## config.mk

```make
export PLATFORM = sky130hd
export DESIGN_NAME = motor_status_frame_parser
export DESIGN_NICKNAME = d
export VERILOG_FILES = /design/src/msfp_pkg.sv /design/src/motor_status_frame_parser.sv
export VERILOG_INCLUDE_DIRS = /design/src /design/src/src
export SDC_FILE = /design/constraint.sdc
export NUM_CORES = 1
export LEC_CHECK = 0
export ABC_AREA = 0
export BUFFER_PORTS_ARGS = -buffer_cell sky130_fd_sc_hd__buf_2
export CORE_MARGIN = 1.5
export CORE_UTILIZATION = 45
export CTS_BUF_LIST = sky130_fd_sc_hd__clkbuf_16
export CTS_CLUSTER_DIAMETER = 40
export DETAILED_ROUTE_END_ITERATION = 16
export HOLD_SLACK_MARGIN = 0.03
export PLACE_DENSITY_LB_ADDON = 0.25
export REMOVE_ABC_BUFFERS = 1
export SETUP_SLACK_MARGIN = 0.02
export SYNTH_ARGS = -nofsm -noshare
export SYNTH_HDL_FRONTEND = slang
export SYNTH_SLANG_ARGS = --single-unit
export TNS_END_PERCENT = 100
```

## constraint.sdc

```tcl
create_clock -name clk_i -period 12.4 [get_ports clk_i]
set_input_delay 2.48 -clock clk_i [delete_from_list [all_inputs] [get_ports clk_i]]
set_output_delay 2.48 -clock clk_i [all_outputs]
set_load 0.01 [all_outputs]
```

## src/motor_status_frame_parser_defines.svh

```systemverilog
// ---------------------------------------------------------------------------
// Motor status frame parser assertion macros
// Shared concurrent assertion forms, clocked on clk_i and idle during reset.
// ---------------------------------------------------------------------------
`ifndef MOTOR_STATUS_FRAME_PARSER_DEFINES_SVH
`define MOTOR_STATUS_FRAME_PARSER_DEFINES_SVH

// The property must hold in the same cycle as the condition.
`define MSFP_ASSERT_SAME(lbl, pre, post) \
  lbl: assert property (@(posedge clk_i) disable iff (!rst_ni) (pre) |-> (post)) \
    else $error("%m: assertion failed");

// The property must hold in the cycle after the condition.
`define MSFP_ASSERT_NEXT(lbl, pre, post) \
  lbl: assert property (@(posedge clk_i) disable iff (!rst_ni) (pre) |=> (post)) \
    else $error("%m: assertion failed");

`endif

```

## src/msfp_pkg.sv

```systemverilog
// ---------------------------------------------------------------------------
// Motor status frame parser package
// Frame constants, parameter defaults and the decoded result type.
// ---------------------------------------------------------------------------
package msfp_pkg;

  // Frame layout and check values.
  localparam int unsigned FrameLen    = 10;
  localparam logic [7:0]  FrameHeader = 8'h48;
  localparam logic [7:0]  TypeBits    = 8'h0B;

  // Parameter defaults.
  localparam int unsigned DefHistoryDepth = 4;
  localparam int unsigned DefDeviceCount  = 15;

  // Decoded result, device number in the lowest bits.
  typedef struct packed {
    logic signed [31:0] motor_position;
    logic signed [15:0] motor_velocity;
    logic signed [15:0] motor_current;
    logic        [3:0]  device_number;
  } msfp_result_t;

  localparam int unsigned ResultW = $bits(msfp_result_t);
  localparam int unsigned OutDataW = ((ResultW + 7) / 8) * 8;
  localparam int unsigned OutPadW  = OutDataW - ResultW;

endpackage

```

## src/motor_status_frame_parser.sv

```systemverilog
// ---------------------------------------------------------------------------
// Motor status frame parser
// Gathers 10-byte status frames from a byte stream and emits decoded values.
// ---------------------------------------------------------------------------
// The block takes one received byte per cycle. A frame starts with the header
// byte 0x48; any other byte in the first position is dropped. Once ten bytes
// are in, the frame is checked (header, all of type bits 0x0B in the second
// byte, device number 1..DEVICE_COUNT in its upper nibble), the per-device
// current, position and velocity history are updated, and one result item is
// placed in the output register. Bad frames give no item. Throughput is one
// byte per cycle; the input is held off only after a tenth byte, for as long
// as the output register still holds an item not yet taken.
module motor_status_frame_parser #(
  parameter int unsigned HISTORY_DEPTH = msfp_pkg::DefHistoryDepth,
  parameter int unsigned DEVICE_COUNT  = msfp_pkg::DefDeviceCount
) (
  input  logic                         clk_i,
  input  logic                         rst_ni,
  // Input stream: tdata [7:0] rx_byte.
  input  logic                         s_axis_tvalid_i,
  output logic                         s_axis_tready_o,
  input  logic [7:0]                   s_axis_tdata_i,
  // Output stream: tdata [3:0] device_number, [19:4] motor_current,
  // [35:20] motor_velocity, [67:36] motor_position, [71:68] zero.
  output logic                         m_axis_tvalid_o,
  input  logic                         m_axis_tready_i,
  output logic [msfp_pkg::OutDataW-1:0] m_axis_tdata_o
);

  import msfp_pkg::*;

  `include "motor_status_frame_parser_defines.svh"

  logic [7:0]   frame_q [FrameLen];
  logic [3:0]   byte_count_q, byte_count_d;
  logic         pend_q, pend_d;
  logic         out_valid_q, out_valid_d;
  msfp_result_t result_q, result_d;

  logic         in_fire;
  logic         out_free;
  logic         frame_ok;
  logic         out_load;

  logic [15:0]  current_table_q  [DEVICE_COUNT];
  logic [31:0]  position_table_q [DEVICE_COUNT];
  logic [15:0]  vel_hist_q       [DEVICE_COUNT][HISTORY_DEPTH];

  // Handshake: the output register frees when empty or taken.
  assign out_free        = !out_valid_q || m_axis_tready_i;
  assign s_axis_tready_o = !pend_q || out_free;
  assign in_fire         = s_axis_tvalid_i && s_axis_tready_o;

  // Byte position: restart on a bad header byte and after the tenth byte.
  always_comb begin
    byte_count_d = byte_count_q;
    pend_d       = pend_q;
    if (pend_q && out_free) begin
      pend_d = 1'b0;
    end
    if (in_fire) begin
      if (byte_count_q == 4'd0) begin
        byte_count_d = (s_axis_tdata_i == FrameHeader) ? 4'd1 : 4'd0;
      end else if (byte_count_q == 4'(FrameLen - 1)) begin
        byte_count_d = 4'd0;
        pend_d       = 1'b1;
      end else begin
        byte_count_d = byte_count_q + 4'd1;
      end
    end
  end

  // Frame byte store, written at the current byte position.
  always_ff @(posedge clk_i) begin
    if (in_fire) begin
      frame_q[byte_count_q] <= s_axis_tdata_i;
    end
  end

  // Frame check and field decode from the stored bytes.
  always_comb begin
    result_d.device_number  = frame_q[1][7:4];
    result_d.motor_current  = $signed({frame_q[2], frame_q[3]});
    result_d.motor_velocity = $signed({frame_q[4], frame_q[5]});
    result_d.motor_position = $signed({frame_q[6], frame_q[7], frame_q[8], frame_q[9]});
    frame_ok = (frame_q[0] == FrameHeader)
            && ((frame_q[1] & TypeBits) == TypeBits)
            && (result_d.device_number != 4'd0)
            && (result_d.device_number <= 4'(DEVICE_COUNT));
  end

  assign out_load    = pend_q && out_free && frame_ok;
  assign out_valid_d = out_free ? (pend_q && frame_ok) : out_valid_q;

  // Control registers.
  always_ff @(posedge clk_i or negedge rst_ni) begin
    if (!rst_ni) begin
      byte_count_q <= 4'd0;
      pend_q       <= 1'b0;
      out_valid_q  <= 1'b0;
    end else begin
      byte_count_q <= byte_count_d;
      pend_q       <= pend_d;
      out_valid_q  <= out_valid_d;
    end
  end

  // Result register.
  always_ff @(posedge clk_i) begin
    if (out_load) begin
      result_q <= result_d;
    end
  end

  assign m_axis_tvalid_o = out_valid_q;
  assign m_axis_tdata_o  = {{OutPadW{1'b0}}, result_q};

  // Per-device tables: current, position and a velocity history that shifts
  // toward older entries as the newest velocity goes into entry 0.
  for (genvar d = 0; d < DEVICE_COUNT; d++) begin : g_dev
    logic dev_wr;
    assign dev_wr = out_load && (result_d.device_number == 4'(d + 1));

    always_ff @(posedge clk_i or negedge rst_ni) begin
      if (!rst_ni) begin
        current_table_q[d]  <= '0;
        position_table_q[d] <= '0;
        vel_hist_q[d][0]    <= '0;
      end else if (dev_wr) begin
        current_table_q[d]  <= result_d.motor_current;
        position_table_q[d] <= result_d.motor_position;
        vel_hist_q[d][0]    <= result_d.motor_velocity;
      end
    end

    for (genvar k = 1; k < HISTORY_DEPTH; k++) begin : g_hist
      always_ff @(posedge clk_i or negedge rst_ni) begin
        if (!rst_ni) begin
          vel_hist_q[d][k] <= '0;
        end else if (dev_wr) begin
          vel_hist_q[d][k] <= vel_hist_q[d][k-1];
        end
      end
    end
  end

  // Assertions.
  `MSFP_ASSERT_SAME(a_count_range, 1'b1, byte_count_q < 4'(FrameLen))
  `MSFP_ASSERT_SAME(a_pend_count_zero, pend_q, byte_count_q == 4'd0)
  `MSFP_ASSERT_NEXT(a_pend_once, pend_q && out_free, !pend_q)
  `MSFP_ASSERT_NEXT(a_table_update, out_load,
      current_table_q[int'(result_q.device_number) - 1] == result_q.motor_current &&
      position_table_q[int'(result_q.device_number) - 1] == result_q.motor_position &&
      vel_hist_q[int'(result_q.device_number) - 1][0] == result_q.motor_velocity)

endmodule
```

Word level (Yosys, flattened, before mapping)
Memory sizes are Yosys's and may differ from the RTL's. A register that Yosys moved wholly into a read port is not among the register bits.
Index checks and enable logic that the tools add are counted.
{"block": "totals", "register_bits": 10, "latch_bits": 0, "mem_bits_rw": 80, "romBits": 0, "out_inout_bits": 74, "elab_cells": 33, "memories": 1}
{"block": "op_classes", "n_addsub": 1, "multipliers": 0, "div": 0, "n_lt_le_gt_ge": 1, "n_eq_ne": 4, "shift": 0, "muxes": 9, "bitwise_logic": 0, "n_reduce_logical": 13}
{"name": "frame_q", "depth": 10, "word_bits": 8, "read_ports": 10, "rd_ports_with_merged_regs": 8, "wr": 1, "line": "motor_status_frame_parser.sv:34", "rtl": "logic [7:0] frame_q [FrameLen];"}
{"op": "$eq A8 B7 Y1 const B", "n": 2}
{"op": "$mux W4", "n": 2}
{"op": "$logic_and A1 B1 Y1", "n": 7}
{"op": "$mux W1", "n": 7}
{"op": "$add A4 B1 Y4 const B", "n": 1}
{"op": "$eq A4 B4 Y1 const B", "n": 1}
{"op": "$le A4 B4 Y1 const B", "n": 1}
{"op": "$logic_not A4 Y1", "n": 1}
{"op": "$reduce_bool A4 Y1", "n": 1}
{"op": "$eq A3 B3 Y1 const B", "n": 1}
{"op": "$logic_not A1 Y1", "n": 2}
{"op": "$logic_or A1 B1 Y1", "n": 2}

Logic depth before layout (Yosys ltp)
Gate-level depths: netlist (run 1).
{"block": "depth", "ltp_word": 7, "depth_mapped": 4}

Worst setup path before layout (run 1)
Ideal clock, no wire load.
{"block": "synth_path", "path_kind": "input port to flip-flop", "startpoint": "input m_axis_tready_i", "endpoint": "register result_q, in the netlist m_axis_tdata_o[0], enable pin", "setup_time_ps": 517, "arrival_ps": 5770, "t_required_ps": 11883, "path_slack_ps": 6113, "stages": 2, "n_path_buf": 0, "cell_sequence": "inv_1 -> a21oi_1"}
{"block": "synth_via", "elab_chain_len": 3}
{"element": "start: declaration", "line": "motor_status_frame_parser.sv:26", "rtl": "input logic m_axis_tready_i,"}
{"element": "$logic_or A1 B1 Y1", "line": "motor_status_frame_parser.sv:50", "rtl": "assign out_free = !out_valid_q || m_axis_tready_i;"}
{"element": "$logic_and A1 B1 Y1 (2 in series)", "line": "motor_status_frame_parser.sv:92", "rtl": "assign out_load = pend_q && out_free && frame_ok;"}
{"element": "via out_load", "line": "motor_status_frame_parser.sv:43", "rtl": "logic out_load;"}
{"element": "end signal: assignment", "line": "motor_status_frame_parser.sv:111", "rtl": "result_q <= result_d;"}
{"element": "end: declaration", "line": "motor_status_frame_parser.sv:38", "rtl": "msfp_result_t result_q, result_d;"}
The timed path passes the listed nets, and every way through them passes these cells.
A chain may end at the register's enable or synchronous reset.

Worst setup path in the final report (run 1)
{"block": "layout_path", "startpoint": "input m_axis_tready_i", "endpoint": "output s_axis_tready_o"}
{"block": "layout_via", "elab_chain_len": 2}
{"element": "$logic_or A1 B1 Y1", "line": "motor_status_frame_parser.sv:50"}
{"element": "$logic_or A1 B1 Y1", "line": "motor_status_frame_parser.sv:51", "rtl": "assign s_axis_tready_o = !pend_q || out_free;"}
{"element": "end: declaration", "line": "motor_status_frame_parser.sv:21", "rtl": "output logic s_axis_tready_o,"}
Every way passes these cells.

==> reports/results.ini, run 1 <==
[outcome]
status=complete, no violations

[cts]
root_buffer=clkbuf_16
cts_max_level=4
cts_tree=done
hold_buffers=0
clk_latency_ns=0.40
cts_setup_buffers=0
clock-sinks=153
numCtsBuffers=17
clk_pin_slew_ns=0.05
cts.path.max_buffers=2
cts_resized=0

[route]
wl_mm=7.50
drt_iter0_drc=103
drc=0
dr.pass1.iters=4
routedWlPerCell_um=16.8
vias=2130
avgViaCountPerCell=4.77
postRouteAntennaNets=0

[timing]
hold_viol=0
worst_pin_slew_ns=1.19
slew_viol_final=0
setup_viol=0
period_minus_slack_ns=5.44
clock_skew_ns=0.00680
tns_ns=0
rsz0062_at_grt=false
slew_headroom=0.201
clock.fmax_ghz=0.184
finalCritPeriodShare=0.438
setup_ws_ns=6.96

[worst_hold_path]
min_path_type=flip-flop to flip-flop
holdPathStages=0
holdPathEnd=m_axis_tdata_o[35]
worstHoldStart=frame_q[4][7]

[global_route]
grt_pass1_vias=2111
grt.met3_usage=0.0462
antenna_found_initial=0
grt_use_met2=0.209
grt_max_degree=69
track_usage=0.143
grt-ovfl-total=0
grtUsageMet1=0.183
top_usage_layer=met2
grt_pass1_wl_mm=11.3

[cells_and_area]
post-route-util=0.582
mostFrequentLayoutCells=edfxtp_1, buf_2, clkbuf_16
final_common_cell=edfxtp_1
drive_gt1_frac=0.376
areaGrowthSynthToFinish_pct=23.9
diodes=0
finalNetCount=312
nFillCells=774

[power_and_ir_drop]
cellLeakagePower_nw=2.16
pwr_density_cell_nw_per_um2=195
ir_drop_mv=0.0943

[logic_synthesis]
syn_area_per_cell_um2=24.3
yosysWarnings=0
synth_seq_cells=153
synth-seq-area-share=0.934
synth_cells=201
synth_cell_types=30
syn_area_um2=4890

[floorplan]
fp.dieH_um=107
fp.dieW_um=107
dieArea_um2=11500
start_util=0.469
coreArea_um2=10400
fp-row-count=37
ios=86

[worst_setup_path]
critPathKind=primary input to output port
r2r_setup_slack_ns=10.23
rr_startpoint=frame_q[0][1]
crit_path_max_fanout=7
cp.required_ns=9.92
ff2ff_path_depth=4
worstPathArrival_ns=2.96
cp-start-kind=primary input
endpoint_kind=output port
reg2reg_to=m_axis_tdata_o[18]

[run]
cap_viol_max_count=0

[placed_design]
portBuffers=81
hpwl_mm=4.60
pre_cts_ws_ns=6.96
place_congestion=0.776

-- worst max path at each step --
stage,to,slack [ns],cells after the start,start
2_1_floorplan,m_axis_tdata_o[0],6.11,2,m_axis_tready_i
3_3_place_gp,s_axis_tready_o,6.97,3,m_axis_tready_i
3_5_place_dp,s_axis_tready_o,6.96,3,m_axis_tready_i
4_1_cts,s_axis_tready_o,6.96,3,m_axis_tready_i
5_1_grt,s_axis_tready_o,6.93,3,m_axis_tready_i
6_report,s_axis_tready_o,6.96,3,m_axis_tready_i
-- critical path, cell delays in order --
cell and delay, ns:
buf_2 0.11, nand3b_4 0.19, buf_2 0.17
-- flip-flops by register name (all words and copies together), names as in the netlist --
signal and cells:
frame_q 79, pend_q 1, byte_count_q 4, m_axis_tdata_o 68
m_axis_tvalid_o 1
-- logic make-up (layout without fill, tap and decap cells) --
family | count (synthesis) | after routing | synth area share
and+or+nand+nor | 28 | 28 | 0.0387
AOI/OAI and AO/OA | 8 | 8 | 0.0113
buffers and inverters | 9 | 116 | 0.0115
xor gates and xnor gates | 1 | 1 | 0.00179
DFF | 153 | 153 | 0.934
muxes | 1 | 1 | 0.00205
other | 1 | 4 | 0.000767
-- synthesized netlist by cell type, drive strengths merged --
library cell  number  area [um2]
nand2b             3        18.8
nand3              2        15.0
o31ai              1        7.51
o211ai             1        7.51
buf                5        41.3
nor4b              2        17.5
nand2              2        7.51
a41o               1        10.0
a21oi              2        10.0
nor2               5        18.8
nand4              2        12.5
a21boi             1        7.51
dfrtp              6         150
and4               1        10.0
nand3b             2        31.3
nor4               1        6.26
or4                1        7.51
or3                1        6.26
conb               1        3.75
mux2i              1        10.0
nor3               5        25.0
and4bb             1        12.5
inv                4        15.0
edfxtp           147        4410
o21bai             1        7.51
xnor2              1        8.76
o21ai              1        5.00
-- layout make-up --
| cell class | count | area, um2 | share of cell area |
|---|---|---|---|
| Clock buffer | 17 | 425 | 0.0702 |
| Clock inverter | 13 | 180 | 0.0297 |
| Inverter | 4 | 15.0 | 0.00248 |
| Multi-Input combinational cell | 42 | 289 | 0.0477 |
| Sequential cell | 153 | 4560 | 0.754 |
| Tap cell | 136 | 170 | 0.0281 |
| Timing Repair Buffer | 82 | 413 | 0.0682 |
-- metal layers --
metal,vias to the layer above,wire (um),part of all wire
met4,0,243,0.032
met3,15,364,0.049
met1,1053,3330,0.44
met2,69,3560,0.47
met5,-,0,0
li1,993,-,-
-- power by group --
| part | internal (mW) | switching (mW) |
|---|---|---|
| Clock | 0.333 | 0.184 |
| Combinational | 0.0156 | 0.0358 |
| Sequential | 0.598 | 0.0142 |
-- through the flow --
stage | hold slack (ns) | instances | power [mW] | cell area, um2
after global routing | 0.423 | 447 | 1.22 | 6060
final | 0.417 | 447 | 1.18 | 6060
after global placement | 0.402 | 417 | 0.672 | 5450
after floorplan | 0.400 | 199 | 0.653 | 4860
after CTS | 0.418 | 447 | 1.19 | 6060
after detailed placement | 0.405 | 417 | 0.674 | 5450
Power figures use the tool's default switching activity.
==> run 2, diff against run 1 <==
--- a/config.mk
+++ b/config.mk
@@ -6,7 +6,7 @@
 export SDC_FILE = /design/constraint.sdc
 export NUM_CORES = 1
 export LEC_CHECK = 0
-export ABC_AREA = 0
+export ABC_AREA = 1
 export BUFFER_PORTS_ARGS = -buffer_cell sky130_fd_sc_hd__buf_2
 export CORE_MARGIN = 1.5
 export CORE_UTILIZATION = 45
==> constraint.sdc (replaced) <==
create_clock -name clk_i -period 5.27 [get_ports clk_i]
set_input_delay 1.054 -clock clk_i [delete_from_list [all_inputs] [get_ports clk_i]]
set_output_delay 1.054 -clock clk_i [all_outputs]
set_load 0.01 [all_outputs]
==> reports/results.ini, run 2 <==
[power_and_ir_drop]
power_frac_seq=0.544
p_switching_uw=586
cellLeakagePower_nw=2.24
clkPwrFrac=0.400
pwr-share-comb=0.056
power_mw=2.69
internal_power_mw=2.10
ir_drop_mv=0.229
pwr_density_cell_nw_per_um2=442
switching_share=0.218

[logic_synthesis]
ys.flop_type=edfxtp_1
ys_top_cells_by_count=edfxtp_1, nand2_1, nor2_1
syn_area_um2=4960
syn_area_per_cell_um2=20.2
yosysMostFrequentCell=edfxtp_1
synth-seq-area-share=0.921
synth_top_cell_area_share=0.890
async_reset_ff_frac=0.0392
synth_area_leaders=edfxtp_1, dfrtp_1, nand2_1
synth_area_leader_cell=edfxtp_1
yosysWarnings=0
synth_edf_count=147
synth_seq_cells=153
synth_cell_types=14
synth_cells=246

[placed_design]
place_congestion=0.742
pre_cts_ws_ns=2.68
hpwl_mm=4.87
placed_area_um2=5550
portBuffers=81
placedCellCount=469

[cells_and_area]
final_common_cell=edfxtp_1
largest_reg_flops=79
drive_gt1_frac=0.321
areaGrowthSynthToFinish_pct=22.8
mostFrequentLayoutCells=edfxtp_1, buf_2, nand2_1
top_register=frame_q
post-route-util=0.564
diodes=0
final_cells=501
finalNetCount=360
nFillCells=832
final_area_um2=6090

[worst_setup_path]
cp.required_ns=4.22
cpLargestDelayFamily=buffers and inverters
cpPeakStageDelay_ns=0.16
r2r_setup_slack_ns=3.34
ff2ff_path_depth=3
endpoint_kind=output port
cp-start-kind=primary input
cp_slowest_cell=buf_2
cp_common_cell=buf_2
worstPathArrival_ns=1.46
crit_chain=buf_2 > inv_1 > nand3_2 > buf_2
crit_path_max_fanout=3
critPathKind=primary input to output port
reg2reg_to=frame_q[6][2]
rr_startpoint=byte_count_q[3]
critical_path_buf_inv_count=3

[floorplan]
fp.dieH_um=108
start_util=0.459
dieArea_um2=11700
fp-row-count=38
fp.dieW_um=108
coreArea_um2=10800
ios=86

[global_route]
grt_pass1_vias=2225
track_usage=0.147
antenna_found_initial=0
grt_max_degree=45
grt-ovfl-total=0
grt_pass1_wl_mm=11.6

[cts]
clock-sinks=153
hold_buffers=0
clk_pin_slew_ns=0.06
clk_latency_ns=0.41
numCtsBuffers=17
cts_resized=0
cts.path.max_buffers=2
root_buffer=clkbuf_16
cts_max_level=4
cts_setup_buffers=0
cts_tree=done

[route]
drt_iter0_drc=100
dr.pass1.iters=4
avgViaCountPerCell=4.57
wl_mm=8.00
postRouteAntennaNets=0
drc=0
vias=2292
routedWlPerCell_um=16.0

[worst_hold_path]
min_path_type=flip-flop to flip-flop
holdPathEnd=m_axis_tdata_o[45]
worstHoldStart=frame_q[8][1]
holdPathStages=0

[timing]
clock.fmax_ghz=0.398
slew_viol_final=0
finalCritPeriodShare=0.477
clock_skew_ns=0.00648
slew_headroom=0.279
period_minus_slack_ns=2.51
rsz0062_at_grt=false
worst_pin_slew_ns=1.07
setup_viol=0
setup_ws_ns=2.76
hold_viol=0

[outcome]
status=complete, no violations

[run]
cap_viol_max_count=0

-- run 2: kinds of logic after synthesis --
| kind of cell | after synthesis | synth area share |
|---|---|---|
| flip-flops | 153 | 0.921 |
| buffers and inverters | 25 | 0.0220 |
| AO/OA/AOI/OAI | 3 | 0.00353 |
| AND/OR/NAND/NOR | 64 | 0.0530 |
| other | 1 | 0.000756 |
-- run 2: cell type report --
cell class / count / area (um2) / share of cell area
inverter: 21 / 78.8 / 0.0130
clock inverter: 15 / 114 / 0.0187
tap: 140 / 175 / 0.0288
timing repair buffer: 84 / 428 / 0.0703
clock buffer: 17 / 425 / 0.0699
sequential: 153 / 4560 / 0.750
multi-input combinational: 71 / 300 / 0.0493
-- run 2: through the flow --
| step | hold WS (ns) | TNS [ns] |
|---|---|---|
| floorplan | 0.400 | -70.40 |
| global placement | 0.402 | 0 |
| detailed placement | 0.405 | 0 |
| CTS | 0.418 | 0 |
| global route | 0.423 | 0 |
| finish | 0.416 | 0 |
-- run 2: power groups by stage --
stage          Sequential (mW)  Combinational [mW]  Clock [mW]
2_1_floorplan             1.47               0.101           0
3_3_place_gp              1.49               0.147           0
3_5_place_dp              1.49               0.150           0
4_1_cts                   1.46               0.152        1.10
5_1_grt                   1.47               0.173        1.14
6_report                  1.46               0.151        1.07
-- run 2: worst max-delay path by stage --
| stage | cells after the start | from | slack [ns] | end |
|---|---|---|---|---|
| 6_report | 4 | m_axis_tready_i | 2.76 | s_axis_tready_o |
| 5_1_grt | 4 | m_axis_tready_i | 2.71 | s_axis_tready_o |
| 4_1_cts | 4 | m_axis_tready_i | 2.75 | s_axis_tready_o |
| 3_5_place_dp | 5 | m_axis_tready_i | 2.68 | frame_q[6][7] |
| 3_3_place_gp | 5 | m_axis_tready_i | 2.75 | frame_q[6][3] |
| 2_1_floorplan | 2 | m_axis_tready_i | -1.04 | m_axis_tdata_o[0] |
-- run 2: metal layers --
layer  track usage  wire length [um]
met1         0.183              3440
met2         0.227              4010
met3        0.0549               429
met4        0.0714               125
met5             0                 0
==> run 3, diff against run 2 <==
==> constraint.sdc (replaced) <==
create_clock -name clk_i -period 2.1 [get_ports clk_i]
set_input_delay 0.42 -clock clk_i [delete_from_list [all_inputs] [get_ports clk_i]]
set_output_delay 0.42 -clock clk_i [all_outputs]
set_load 0.01 [all_outputs]
==> reports/results.ini, run 3 (same netlist as run 2, synthesis figures left out) <==
[outcome]
status=complete, no violations

[floorplan]
ios=86
start_util=0.459
coreArea_um2=10800
dieArea_um2=11700
fp.dieW_um=108
fp.dieH_um=108
fp-row-count=38

[worst_setup_path]
critPathKind=flip-flop to flip-flop
cp.required_ns=2.17
crit_path_max_fanout=26
worstPathArrival_ns=1.70
endpoint_kind=flip-flop
ff2ff_path_depth=6
cp-start-kind=flip-flop

[cts]
cts_max_level=4
clock-sinks=153
cts.path.max_buffers=2
numCtsBuffers=17
root_buffer=clkbuf_16
cts_tree=done
clk_pin_slew_ns=0.06
clk_latency_ns=0.41
cts_resized=0

[timing]
setup_viol=0
rsz0062_at_grt=false
slew_headroom=0.665
finalCritPeriodShare=0.776
setup_ws_ns=0.471
clock.fmax_ghz=0.614
slew_viol_final=0
period_minus_slack_ns=1.63
hold_viol=0
clock_skew_ns=0.00746
worst_pin_slew_ns=0.501

[cells_and_area]
final_common_cell=edfxtp_1
mostFrequentLayoutCells=edfxtp_1, buf_2, nand2_1
diodes=0
drive_gt1_frac=0.343
top_register=frame_q
areaGrowthSynthToFinish_pct=25.9
final_area_um2=6240
largest_reg_flops=79
finalNetCount=369
nFillCells=829
final_cells=510

[power_and_ir_drop]
p_switching_mw=1.59
clkPwrFrac=0.431
cellLeakagePower_nw=2.33
ir_drop_mv=0.687
pwr_density_cell_nw_per_um2=1150
pwr-share-comb=0.059
switching_share=0.222
power_frac_seq=0.510
internal_power_mw=5.59

[placed_design]
hpwl_mm=5.03
place_congestion=0.793
portBuffers=81
placedCellCount=477
pre_cts_ws_ns=0.435
placed_area_um2=5620

[global_route]
grt_pass1_vias=2230
antenna_found_initial=0
grt_pass1_wl_mm=11.9
track_usage=0.149
grt_max_degree=43
grt-ovfl-total=0

[route]
avgViaCountPerCell=4.63
postRouteAntennaNets=0
drc=0
dr.pass1.iters=4
routedWlPerCell_um=15.8
vias=2361
drt_iter0_drc=86
wl_mm=8.04

[worst_hold_path]
min_path_type=primary input to flip-flop
holdPathStages=4

[run]
cap_viol_max_count=0

-- run 3: final timing paths --
path                                      end             from  slack, ns
min in group asynchronous              pend_q           rst_ni       0.35
min                           byte_count_q[3]  s_axis_tvalid_i       0.34
max in group asynchronous     byte_count_q[2]           rst_ni       1.62
max reg2reg                m_axis_tdata_o[51]    frame_q[0][7]       0.47
min reg2reg                m_axis_tdata_o[50]    frame_q[8][6]       0.41
max                        m_axis_tdata_o[51]    frame_q[0][7]       0.47
-- run 3: layout make-up --
type / count / area [um2] / share of cell area
Multi-Input combinational cell: 71 / 300 / 0.0481
Clock inverter: 15 / 189 / 0.0303
Timing Repair Buffer: 93 / 510 / 0.0818
Sequential cell: 153 / 4560 / 0.731
Inverter: 21 / 78.8 / 0.0126
Clock buffer: 17 / 425 / 0.0681
Tap cell: 140 / 175 / 0.0281
-- run 3: per-stage QoR --
| step | hold WS, ns | setup TNS (ns) | util | total power, mW |
|---|---|---|---|---|
| 5_1_grt | 0.368 | 0 | 0.578 | 7.44 |
| 3_3_place_gp | 0.243 | 0 | 0.521 | 4.12 |
| 3_5_place_dp | 0.246 | 0 | 0.521 | 4.15 |
| 2_1_floorplan | 0.124 | -251.47 | - | 3.95 |
| 6_report | 0.342 | 0 | 0.578 | 7.18 |
| 4_1_cts | 0.330 | 0 | 0.578 | 7.24 |
-- run 3: power groups by stage --
stage,Clock (mW),Sequential [mW],Combinational (mW)
6_report,3.09,3.66,0.427
5_1_grt,3.28,3.68,0.487
4_1_cts,3.15,3.66,0.430
3_5_place_dp,0,3.72,0.427
3_3_place_gp,0,3.71,0.409
2_1_floorplan,0,3.70,0.253
-- run 3: per-layer routing --
| metal | wire length (um) | up-vias | part of all wire | track usage |
|---|---|---|---|---|
| li1 | - | 1107 | - | - |
| met1 | 3560 | 1175 | 0.44 | 0.190 |
| met2 | 3980 | 67 | 0.49 | 0.231 |
| met3 | 347 | 12 | 0.043 | 0.0452 |
| met4 | 161 | 0 | 0.020 | 0.0780 |
| met5 | 0 | - | 0 | 0 |
-- run 3: repair_timing --
action | in CTS | in global routing
endpoints found under the hold margin | 6 | 0
buffers inserted | 0 | 0
hold buffers | 1 | 0
-- run 3: critical path, cell delays in order (launching register included) --
cell and delay, ns:
edfxtp_1 0.36, inv_1 0.06, nand2_1 0.04, nor2_1 0.09, nand3_1 0.11, nor3_2 0.24
buf_4 0.39
